## config.mk

```make
export PLATFORM = sky130hd
export DESIGN_NAME = rgb24_to_palette_index_unit
export DESIGN_NICKNAME = d
export VERILOG_FILES = /design/src/design/r2p_pkg.sv /design/src/design/r2p_map.sv /design/src/design/rgb24_to_palette_index_unit.sv
export SDC_FILE = /design/constraint.sdc
export NUM_CORES = 1
export LEC_CHECK = 0
export BUFFER_PORTS_ARGS = -buffer_cell sky130_fd_sc_hd__buf_2
export CORE_UTILIZATION = 55
export CTS_CLUSTER_DIAMETER = 60
export DETAILED_ROUTE_END_ITERATION = 7
export PLACE_DENSITY = 0.76
export SYNTH_ARGS = -nofsm -noshare
export SYNTH_HDL_FRONTEND = slang
export SYNTH_SLANG_ARGS = --single-unit
```

## constraint.sdc

```tcl
create_clock -name clk -period 39.7 [get_ports clk]
set_input_delay 7.94 -clock clk [delete_from_list [all_inputs] [get_ports clk]]
set_output_delay 7.94 -clock clk [all_outputs]
set_load 0.02 [all_outputs]
```

## src/design/r2p_pkg.sv

```systemverilog
`timescale 1ns / 1ps
`default_nettype none
// ----------------------------------------------------------------------------
// r2p_pkg: shared types and tables for the RGB to palette index unit
// Holds the pipeline item type, the dither offset tables and the ramp tables.
// ----------------------------------------------------------------------------
package r2p_pkg;

	// Pixel as packed in the input tdata: red in the lowest byte.
	typedef struct packed {
		logic [7:0] blue;
		logic [7:0] green;
		logic [7:0] red;
	} pixel_t;

	// Position in the ten-entry noise table (0 means no noise).
	typedef logic [3:0] noise_sel_t;

	typedef logic signed [5:0] cube_off_t;
	typedef logic signed [3:0] ramp_off_t;

	// One pixel with the noise entries drawn for it.
	typedef struct packed {
		pixel_t     pixel;
		noise_sel_t noise_r;
		noise_sel_t noise_g;
		noise_sel_t noise_b;
	} item_t;

	localparam noise_sel_t NOISE_NONE = 4'd0;

	// floor(tenths * 51 / 10) for each table entry
	function automatic cube_off_t cube_offset(input noise_sel_t sel);
		cube_off_t off;
		unique case (sel)
			4'd0:    off = 6'sd0;
			4'd1:    off = 6'sd5;
			4'd2:    off = -6'sd21;
			4'd3:    off = 6'sd10;
			4'd4:    off = -6'sd16;
			4'd5:    off = 6'sd15;
			4'd6:    off = -6'sd11;
			4'd7:    off = 6'sd20;
			4'd8:    off = -6'sd6;
			4'd9:    off = 6'sd25;
			default: off = 6'sd0;
		endcase
		return off;
	endfunction

	// floor(tenths * 8 / 10) for each table entry
	function automatic ramp_off_t ramp_offset(input noise_sel_t sel);
		ramp_off_t off;
		unique case (sel)
			4'd0:    off = 4'sd0;
			4'd1:    off = 4'sd0;
			4'd2:    off = -4'sd4;
			4'd3:    off = 4'sd1;
			4'd4:    off = -4'sd3;
			4'd5:    off = 4'sd2;
			4'd6:    off = -4'sd2;
			4'd7:    off = 4'sd3;
			4'd8:    off = -4'sd1;
			4'd9:    off = 4'sd4;
			default: off = 4'sd0;
		endcase
		return off;
	endfunction

	localparam logic [7:0] RAMP_RED [16] = '{
		8'd0, 8'd216, 8'd217, 8'd1, 8'd218, 8'd219, 8'd2, 8'd220,
		8'd221, 8'd3, 8'd222, 8'd223, 8'd4, 8'd224, 8'd225, 8'd5};
	localparam logic [7:0] RAMP_GREEN [16] = '{
		8'd0, 8'd226, 8'd227, 8'd6, 8'd228, 8'd229, 8'd12, 8'd230,
		8'd231, 8'd18, 8'd232, 8'd233, 8'd24, 8'd234, 8'd235, 8'd30};
	localparam logic [7:0] RAMP_BLUE [16] = '{
		8'd0, 8'd236, 8'd237, 8'd36, 8'd238, 8'd239, 8'd72, 8'd240,
		8'd241, 8'd108, 8'd242, 8'd243, 8'd144, 8'd244, 8'd245, 8'd180};
	localparam logic [7:0] RAMP_GREY [16] = '{
		8'd0, 8'd246, 8'd247, 8'd43, 8'd248, 8'd249, 8'd86, 8'd250,
		8'd251, 8'd129, 8'd252, 8'd253, 8'd172, 8'd254, 8'd255, 8'd215};

endpackage
`default_nettype wire

```

## src/design/r2p_map.sv

```systemverilog
`timescale 1ns / 1ps
`default_nettype none
// ----------------------------------------------------------------------------
// r2p_map: pixel to palette index mapping
// Adds the dither offsets with clamping, quantizes to six levels and picks
// the cube entry or one of the four ramps.
// ----------------------------------------------------------------------------
module r2p_map
	import r2p_pkg::*;
(
	input  item_t      item,
	output logic [7:0] color_index
);

	// Clamp v + off to 0..255.
	function automatic logic [7:0] add_clamp(input logic [7:0] v, input cube_off_t off);
		logic signed [9:0] s;
		s = signed'({2'b00, v}) + 10'(off);
		if (s < 10'sd0)
			return 8'd0;
		else if (s > 10'sd255)
			return 8'd255;
		else
			return s[7:0];
	endfunction

	// (v + 26) / 51 as a count of thresholds passed
	function automatic logic [2:0] level6(input logic [7:0] v);
		return 3'(v >= 8'd25) + 3'(v >= 8'd76) + 3'(v >= 8'd127)
			+ 3'(v >= 8'd178) + 3'(v >= 8'd229);
	endfunction

	logic [7:0] cr, cg, cb;
	logic [7:0] fr, fg, fb;
	logic [2:0] qr, qg, qb;
	logic [9:0] grey_sum;
	logic [3:0] grey_sel;
	logic [7:0] cube_idx;

	always_comb begin
		cr = add_clamp(item.pixel.red,   cube_offset(item.noise_r));
		cg = add_clamp(item.pixel.green, cube_offset(item.noise_g));
		cb = add_clamp(item.pixel.blue,  cube_offset(item.noise_b));
		fr = add_clamp(item.pixel.red,   6'(ramp_offset(item.noise_r)));
		fg = add_clamp(item.pixel.green, 6'(ramp_offset(item.noise_g)));
		fb = add_clamp(item.pixel.blue,  6'(ramp_offset(item.noise_b)));
		qr = level6(cr);
		qg = level6(cg);
		qb = level6(cb);
	end

	// floor(sum / 48) by threshold count; the sum never exceeds 765
	always_comb begin
		grey_sum = 10'(fr) + 10'(fg) + 10'(fb);
		grey_sel = 4'd0;
		for (int k = 1; k < 16; k++) begin
			if (grey_sum >= 10'(48 * k))
				grey_sel = grey_sel + 4'd1;
		end
	end

	assign cube_idx = 8'(qr) + 8'(qg) * 8'd6 + 8'(qb) * 8'd36;

	always_comb begin
		if (qr == qg) begin
			if (qr == qb)
				color_index = RAMP_GREY[grey_sel];
			else if (qr == 3'd0)
				color_index = RAMP_BLUE[fb[7:4]];
			else
				color_index = cube_idx;
		end else if (qg == 3'd0 && qb == 3'd0) begin
			color_index = RAMP_RED[fr[7:4]];
		end else if (qr == 3'd0 && qb == 3'd0) begin
			color_index = RAMP_GREEN[fg[7:4]];
		end else begin
			color_index = cube_idx;
		end
	end

endmodule
`default_nettype wire

```

## src/design/rgb24_to_palette_index_unit.sv

```systemverilog
`timescale 1ns / 1ps
`default_nettype none
// ----------------------------------------------------------------------------
// rgb24_to_palette_index_unit: 24-bit RGB pixel to 8-bit palette index
// Maps each pixel to the 6x6x6 color cube or to a red, green, blue or grey
// ramp, with optional cyclic table dither.
//
//   channel   direction  payload                         transfer when
//   s_axis    in         tdata[23:0] red, green, blue    tvalid & tready
//   m_axis    out        tdata[7:0]  color_index         tvalid & tready
//   cfg       in         cfg_wdata   dither_enable       cfg_we
//
// One pixel per cycle sustained while m_axis does not stall; the path from input
// transfer to output is an input register, then the mapping logic into the output register.
// The noise cursor steps three draws at each dithered input transfer, so it never
// limits the rate.
// Reset clears the valid flags, the dither enable and the noise cursor.
// A stall on m_axis holds the output register; the input register keeps
// accepting until it too is full, then tready drops.
// ----------------------------------------------------------------------------
module rgb24_to_palette_index_unit
	import r2p_pkg::*;
(
	input  wire logic        clk,
	input  wire logic        arst_n,
	// configuration
	input  wire logic        cfg_we,
	input  wire logic        cfg_wdata,      // dither_enable
	// pixel input
	input  wire logic        s_axis_tvalid,
	output logic             s_axis_tready,
	input  wire logic [23:0] s_axis_tdata,   // [7:0] red, [15:8] green, [23:16] blue
	// palette index output
	output logic             m_axis_tvalid,
	input  wire logic        m_axis_tready,
	output logic [7:0]       m_axis_tdata    // [7:0] color_index
);

	// Cursor state that draws table entry 0 and wraps to the start.
	localparam noise_sel_t NOISE_WRAP = 4'd10;

	function automatic noise_sel_t pos_next(input noise_sel_t p);
		return (p >= NOISE_WRAP) ? 4'd0 : p + 4'd1;
	endfunction

	function automatic noise_sel_t pos_entry(input noise_sel_t p);
		return (p >= NOISE_WRAP) ? NOISE_NONE : p;
	endfunction

	logic       dither_enable_q;
	noise_sel_t noise_position_q;

	item_t      item_s1;
	logic       valid_s1;
	logic [7:0] index_s2;
	logic       valid_s2;

	logic       s_accept;
	logic       adv_s2;
	noise_sel_t pos1, pos2, pos3;
	item_t      item_in;
	logic [7:0] index_comb;

	// Output register may load when empty or when its content is taken.
	assign adv_s2        = !valid_s2 || m_axis_tready;
	assign s_axis_tready = !valid_s1 || adv_s2;
	assign s_accept      = s_axis_tvalid && s_axis_tready;

	// Three draws per dithered pixel, in order red, green, blue.
	always_comb begin
		pos1  = pos_next(noise_position_q);
		pos2  = pos_next(pos1);
		pos3  = pos_next(pos2);
		item_in.pixel = pixel_t'(s_axis_tdata);
		if (dither_enable_q) begin
			item_in.noise_r = pos_entry(noise_position_q);
			item_in.noise_g = pos_entry(pos1);
			item_in.noise_b = pos_entry(pos2);
		end else begin
			item_in.noise_r = NOISE_NONE;
			item_in.noise_g = NOISE_NONE;
			item_in.noise_b = NOISE_NONE;
		end
	end

	// Configuration register
	always_ff @(posedge clk or negedge arst_n) begin
		if (!arst_n) begin
			dither_enable_q <= 1'b0;
		end else if (cfg_we) begin
			dither_enable_q <= cfg_wdata;
		end
	end

	// Noise cursor: advance only on dithered transfers, hold otherwise.
	always_ff @(posedge clk or negedge arst_n) begin
		if (!arst_n) begin
			noise_position_q <= 4'd0;
		end else if (s_accept && dither_enable_q) begin
			noise_position_q <= pos3;
		end
	end

	// Stage 1: input register
	always_ff @(posedge clk or negedge arst_n) begin
		if (!arst_n) begin
			valid_s1 <= 1'b0;
		end else if (s_axis_tready) begin
			valid_s1 <= s_axis_tvalid;
		end
	end

	always_ff @(posedge clk) begin
		if (s_accept) begin
			item_s1 <= item_in;
		end
	end

	r2p_map u_map (
		.item        (item_s1),
		.color_index (index_comb)
	);

	// Stage 2: output register
	always_ff @(posedge clk or negedge arst_n) begin
		if (!arst_n) begin
			valid_s2 <= 1'b0;
		end else if (adv_s2) begin
			valid_s2 <= valid_s1;
		end
	end

	always_ff @(posedge clk) begin
		if (adv_s2 && valid_s1) begin
			index_s2 <= index_comb;
		end
	end

	assign m_axis_tvalid = valid_s2;
	assign m_axis_tdata  = index_s2;

	// Cursor stays within its eleven states.
	a_cursor_range: assert property (@(posedge clk) disable iff (!arst_n)
		noise_position_q <= NOISE_WRAP)
		else $error("noise cursor out of range");

	// Direct mode never moves the cursor.
	a_cursor_hold: assert property (@(posedge clk) disable iff (!arst_n)
		!dither_enable_q |=> noise_position_q == $past(noise_position_q))
		else $error("noise cursor moved in direct mode");

	// A direct-mode pixel carries no noise.
	a_direct_no_noise: assert property (@(posedge clk) disable iff (!arst_n)
		(s_accept && !dither_enable_q) |=>
			(item_s1.noise_r == NOISE_NONE && item_s1.noise_g == NOISE_NONE
			&& item_s1.noise_b == NOISE_NONE))
		else $error("noise applied in direct mode");

	// Both stages full and output stalled: input must back off.
	a_full_backpressure: assert property (@(posedge clk) disable iff (!arst_n)
		(valid_s1 && valid_s2 && !m_axis_tready) |-> !s_axis_tready)
		else $error("input accepted while pipeline full");

endmodule
`default_nettype wire
```

==> reports/qor.yml, run 1 <==
multi_input_area_um2: 7240
synth_seq_area_share: 0.209
required_ns: 31.76
final_cells: 1430
synth_enable_flop_cells: 44
dp_slack_ns: 23.36
synth_top_family_by_area: "compound AO/OA/AOI/OAI gates"
synth_most_common_cell: "ha_1"
cts_tree: "built"
max-slew-margin-rel: 0.233
regArea_um2: 2040
drtIter0Drc: 488
dr.pass1.iters: 5
routed_wl_mm: 20.9
synth_mux_area_frac: 0.0253
cts_resized: 0
hold_start: "valid_s1$_DFFE_PN0N_"
clkTransAtPathRegs_ns: 0.06
grt_pass1_vias: 7796
r2r_cells: 66
cts_sinks: 78
dpl.cell_count: 1414
async_flop_share: 0.0897
finClkSkew_ns: 0.00962
post-route-util: 0.607
cts_made_buffers: 9
regToRegSetupSlack_ns: 24.03
min_to: "m_axis_tvalid$_DFFE_PN0P_"
finalSetupViolCount: 0
drv_slew: 0
fin_tns_setup_ns: 0
vias: 8253
path_max_fanout: 3
synth-compound-area-share: 0.245
crit_path_end_kind: "output pin"
postSynthCellCount: 1169
vias_per_cell: 5.77
crit_top_cell: "buf_2"
die-area_um2: 18300
die_w_um: 135
grt_pass1_wl_mm: 35.4
fmaxAchievable_mhz: 61.2
drc: 0
min_period_ns: 16.35
area_growth_pct: 7.70
clock_path_buffers: 2
slowest_delay_ns: 0.18
fill_cells: 1551
globalplace.congestion: 0.887
row_count: 48
ys_warn_count: 0
num_antenna_cells: 0
cts_hold_buf: 0
rsz0062_at_grt: "no"
crit_chain: "buf_2 -> nand3b_1 -> buf_2"
worst_slack_ns: 23.35
syn_area_per_cell_um2: 8.34
grt-ovfl-total: 0
reg2reg_to: "m_axis_tdata[5]$_DFFE_PP_"
syn_nets: 1353
crit_type: "primary input to output pin"
start_util: 0.564
die_y_um: 135
arrival_ns: 8.41
ys_ff_latch: 78
cts_max_level: 3
clk_latency_ns: 0.35
synth_common_cells: "ha_1, inv_1, nand2_1"
track_usage: 0.237
synth_area_leaders: "ha_1, edfxtp_1, xnor2_1"
synth_area_leader_cell: "ha_1"
synth.distinct_cells: 91
synth_top_area_share: 0.176
synth-simple-area-share: 0.165
synth_area_um2: 9750
core-area_um2: 17300
period_share: 0.412
io_pins: 40
timing.rr.start: "item_s1[12]$_DFFE_PP_"
status: "completed"
antenna_found_initial: 0
ant_nets: 0
io_buffers: 39
min_delay_path_depth: 1
worst_pin_slew_ns: 1.14
drive_above_1_share: 0.0739
synth_xor_area_frac: 0.0972
grt_max_degree: 35
dp_hpwl_mm: 16.8
hold_viol: 0
synth_flop_cell: "edfxtp_1"
maxCapViolCount: 0
yosys.area_share.adder: 0.211
post_drt_wl_per_cell_um: 14.6
post_cts_buffers: 0
crit_slowest_cell: "nand3b_1"
startpoint_type: "primary input"
cts_root_buffer: "clkbuf_16"
hold_path_class: "flip-flop to flip-flop"
final_nets: 1384
## worst max-delay path: cells and delay by family
kind                   cells  cell delay, ns
buffers and inverters      2            0.28
AND/OR/NAND/NOR            1            0.18
## metrics by stage
step / hold slack, ns / instance area, um^2
after detailed placement: 0.494 / 10200
final: 0.494 / 10500
after global placement: 0.469 / 10200
after CTS: 0.500 / 10500
after floorplan: 0.449 / 9750
after global routing: 0.523 / 10500
## placed cells by master (no fill, tap or decap), types with 11 or more instances in the layout
master    instances
nand3_1          19
xnor2_1          70
ha_1            137
and2_1           11
and3_1           13
nor3_1           21
mux2i_1          19
nand2_1         101
a21oi_1          99
edfxtp_1         44
inv_1           102
dfxtp_1          27
nor2_1           99
o21ai_0          69
nand2b_1         16
nor2b_1          13
fa_1             17
buf_2            39
a21o_1           34
o21bai_1         16
xor2_1           27
## layout make-up
| type | count | share of cell area |
|---|---|---|
| clock inverter | 4 | 0.00739 |
| clock buffer | 12 | 0.0255 |
| inverter | 104 | 0.0372 |
| sequential | 78 | 0.194 |
| multi-input combinational | 966 | 0.689 |
| timing repair buffer | 41 | 0.0200 |
| tap | 225 | 0.0268 |
## kinds of logic (layout without fill, tap and decap cells)
kind of cell,after synthesis,count (layout)
simple gates,337,337
flops,78,78
xor+xnor,101,101
fa+ha+maj,154,154
mux,23,23
buf+inv,125,161
compound gates,351,351
## per-layer routing
layer | part of all wire | vias to the layer above | wire length [um] | GRT usage
met5 | 0 | - | 0 | 0
met4 | 0.021 | 0 | 444 | 0.0755
met3 | 0.042 | 31 | 877 | 0.0400
met2 | 0.47 | 161 | 9800 | 0.403
met1 | 0.47 | 3794 | 9800 | 0.304
li1 | - | 4267 | - | -
## how the worst max path moves through the flow
stage                                     start                   endpoint  slack (ns)  cells past startpoint
after floorplan                   m_axis_tready              s_axis_tready       23.54                      1
after global placement            m_axis_tready              s_axis_tready       23.38                      3
after detailed placement          m_axis_tready              s_axis_tready       23.36                      3
after CTS                         m_axis_tready              s_axis_tready       23.35                      3
after global routing      item_s1[21]$_DFFE_PP_  m_axis_tdata[5]$_DFFE_PP_       22.71                     69
final                             m_axis_tready              s_axis_tready       23.35                      3
Power of run 1 is not shown: default switching activity piles up to over one toggle a cycle in this logic, so the estimate is an artifact.
==> inputs of run 2 (changes only) <==
- PLACE_DENSITY: 0.76 -> 0.79
- clock period: 39.7 -> 13.25 ns (I/O delays scaled with it)
==> reports/qor.yml, run 2 (synthesized netlist as in run 1, its figures left out) <==
dr.pass1.iters: 5  # unchanged
ant_nets: 0  # unchanged
fill_cells: 1332  # was 1551
die-area_um2: 18300  # unchanged
die_w_um: 135  # unchanged
post_drt_wl_per_cell_um: 15.6  # was 14.6 um
regToRegSetupSlack_ns: 0.12  # was 24.03 ns
crit_path_end_kind: "flip-flop"  # was output pin
crit_top_cell: "ha_4"  # was buf_2
grt_pass1_wl_mm: 37.6  # was 35.4 mm
drtIter0Drc: 629  # was 488
placed_cell_area_um2: 10600  # was 10200 um^2
clock_path_buffers: 2  # unchanged
cts_tree: "built"  # unchanged
dp_slack_ns: -0.510  # was 23.36 ns
multi_input_area_um2: 7790  # was 7240 um^2
regArea_um2: 2040  # unchanged
cts_root_buffer: "clkbuf_16"  # unchanged
required_ns: 13.35  # was 31.76 ns
hold_slack_ns: 0.525  # was 0.494 ns
worst_slack_ns: 0.125  # was 23.35 ns
drive_above_1_share: 0.195  # was 0.0739
io_buffers: 39  # unchanged
hold_viol: 0  # unchanged
dp_hpwl_mm: 17.7  # was 16.8 mm
drv_slew: 0  # unchanged
rsz0062_at_grt: "yes"  # was no
slowest_delay_ns: 0.42  # was 0.18 ns
period_share: 0.991
vias: 8908  # was 8253
finClkSkew_ns: 0.00884  # was 0.00962 ns
grt-ovfl-total: 0  # unchanged
grt_pass1_vias: 8385  # was 7796
worst_pin_slew_ns: 0.959  # was 1.14 ns
crit_slowest_cell: "edfxtp_1"  # was nand3b_1
die_y_um: 135  # unchanged
startpoint_type: "flip-flop"  # was primary input
final_nets: 1466  # was 1384
grt_max_degree: 37  # was 35
cts_max_level: 3  # unchanged
min_period_ns: 13.13
clkTransAtPathRegs_ns: 0.06  # about the same
routed_wl_mm: 23.6  # was 20.9 mm
track_usage: 0.254  # was 0.237
row_count: 48  # unchanged
path_max_fanout: 6  # was 3
vias_per_cell: 5.89  # was 5.77
globalplace.congestion: 0.917  # was 0.887
arrival_ns: 13.22  # was 8.41 ns
cts_made_buffers: 9  # unchanged
fmaxAchievable_mhz: 76.2
area_growth_pct: 19.5  # was 7.70%
drc: 0  # unchanged
clk_latency_ns: 0.35  # about the same
cts_sinks: 78  # unchanged
crit_type: "flip-flop to flip-flop"  # was primary input to output pin
num_antenna_cells: 0  # unchanged
final_common_cell: "ha_1"  # unchanged
finalSetupViolCount: 0  # unchanged
post-route-cell-area_um2: 11700  # was 10500 um^2
io_pins: 40  # unchanged
core-area_um2: 17300  # unchanged
antenna_found_initial: 0  # unchanged
status: "completed"  # unchanged
mostFrequentLayoutCells: "ha_1, inv_1, nand2_1"  # unchanged
hold_path_class: "flip-flop to flip-flop"  # unchanged
maxCapViolCount: 0  # unchanged
start_util: 0.564  # unchanged
max-slew-margin-rel: 0.360  # was 0.233
==> run 2: metrics by stage <==
stage	std cells	setup TNS, ns	utilization
floorplan	1169	0	-
CTS	1492	0	0.643
detailed placement	1467	-2.97	0.616
global route	1512	-3.15	0.674
finish	1512	0	0.674
global placement	1467	0	0.616
==> run 2: final cells by class <==
cell class,count,share of cell area
sequential,78,0.175
inverter,104,0.0335
timing repair buffer,123,0.0721
clock buffer,10,0.0196
tap,225,0.0242
clock inverter,6,0.00784
multi-input combinational,966,0.668
==> run 2: path summary, 6_finish.rpt <==
| path | startpoint | to | cells after the start |
|---|---|---|---|
| min in group asynchronous | arst_n | m_axis_tvalid$_DFFE_PN0P_ | 1 |
| max | item_s1[13]$_DFFE_PP_ | m_axis_tdata[0]$_DFFE_PP_ | 68 |
| max reg2reg | item_s1[13]$_DFFE_PP_ | m_axis_tdata[0]$_DFFE_PP_ | 68 |
| max in group asynchronous | arst_n | noise_position_q[3]$_DFFE_PN0P_ | 1 |
| min | valid_s1$_DFFE_PN0N_ | m_axis_tvalid$_DFFE_PN0P_ | 1 |
| min reg2reg | valid_s1$_DFFE_PN0N_ | m_axis_tvalid$_DFFE_PN0P_ | 1 |
==> run 2: repair_timing <==
action                                  4_1_cts  5_1_grt
setup buffers                                 9       19
resized for setup                            22       78
pin swaps                                    16       54
hold endpoints to repair                      0        0
gates cloned                                  0        1
hold buffers                                  0        0
endpoints found under the setup margin        8        8
==> run 2: per-layer routing <==
metal	GRT usage	part of all wire	vias to the layer above
met5	0	0	-
met3	0.0340	0.037	43
li1	-	-	4434
met1	0.322	0.45	4206
met4	0.0805	0.022	0
met2	0.445	0.49	225
==> run 2: worst max-delay path, delay by kind of cell, from the launching register on <==
| kind | cells | cell delay [ns] |
|---|---|---|
| AO/OA/AOI/OAI | 25 | 4.34 |
| XOR/XNOR | 4 | 0.68 |
| adder cells (fa/ha/maj) | 17 | 4.58 |
| buffers and inverters | 5 | 0.53 |
| flip-flops | 1 | 0.42 |
| multiplexers | 2 | 0.58 |
| AND/OR/NAND/NOR | 15 | 1.71 |
Power of run 2 is left out for the same reason.
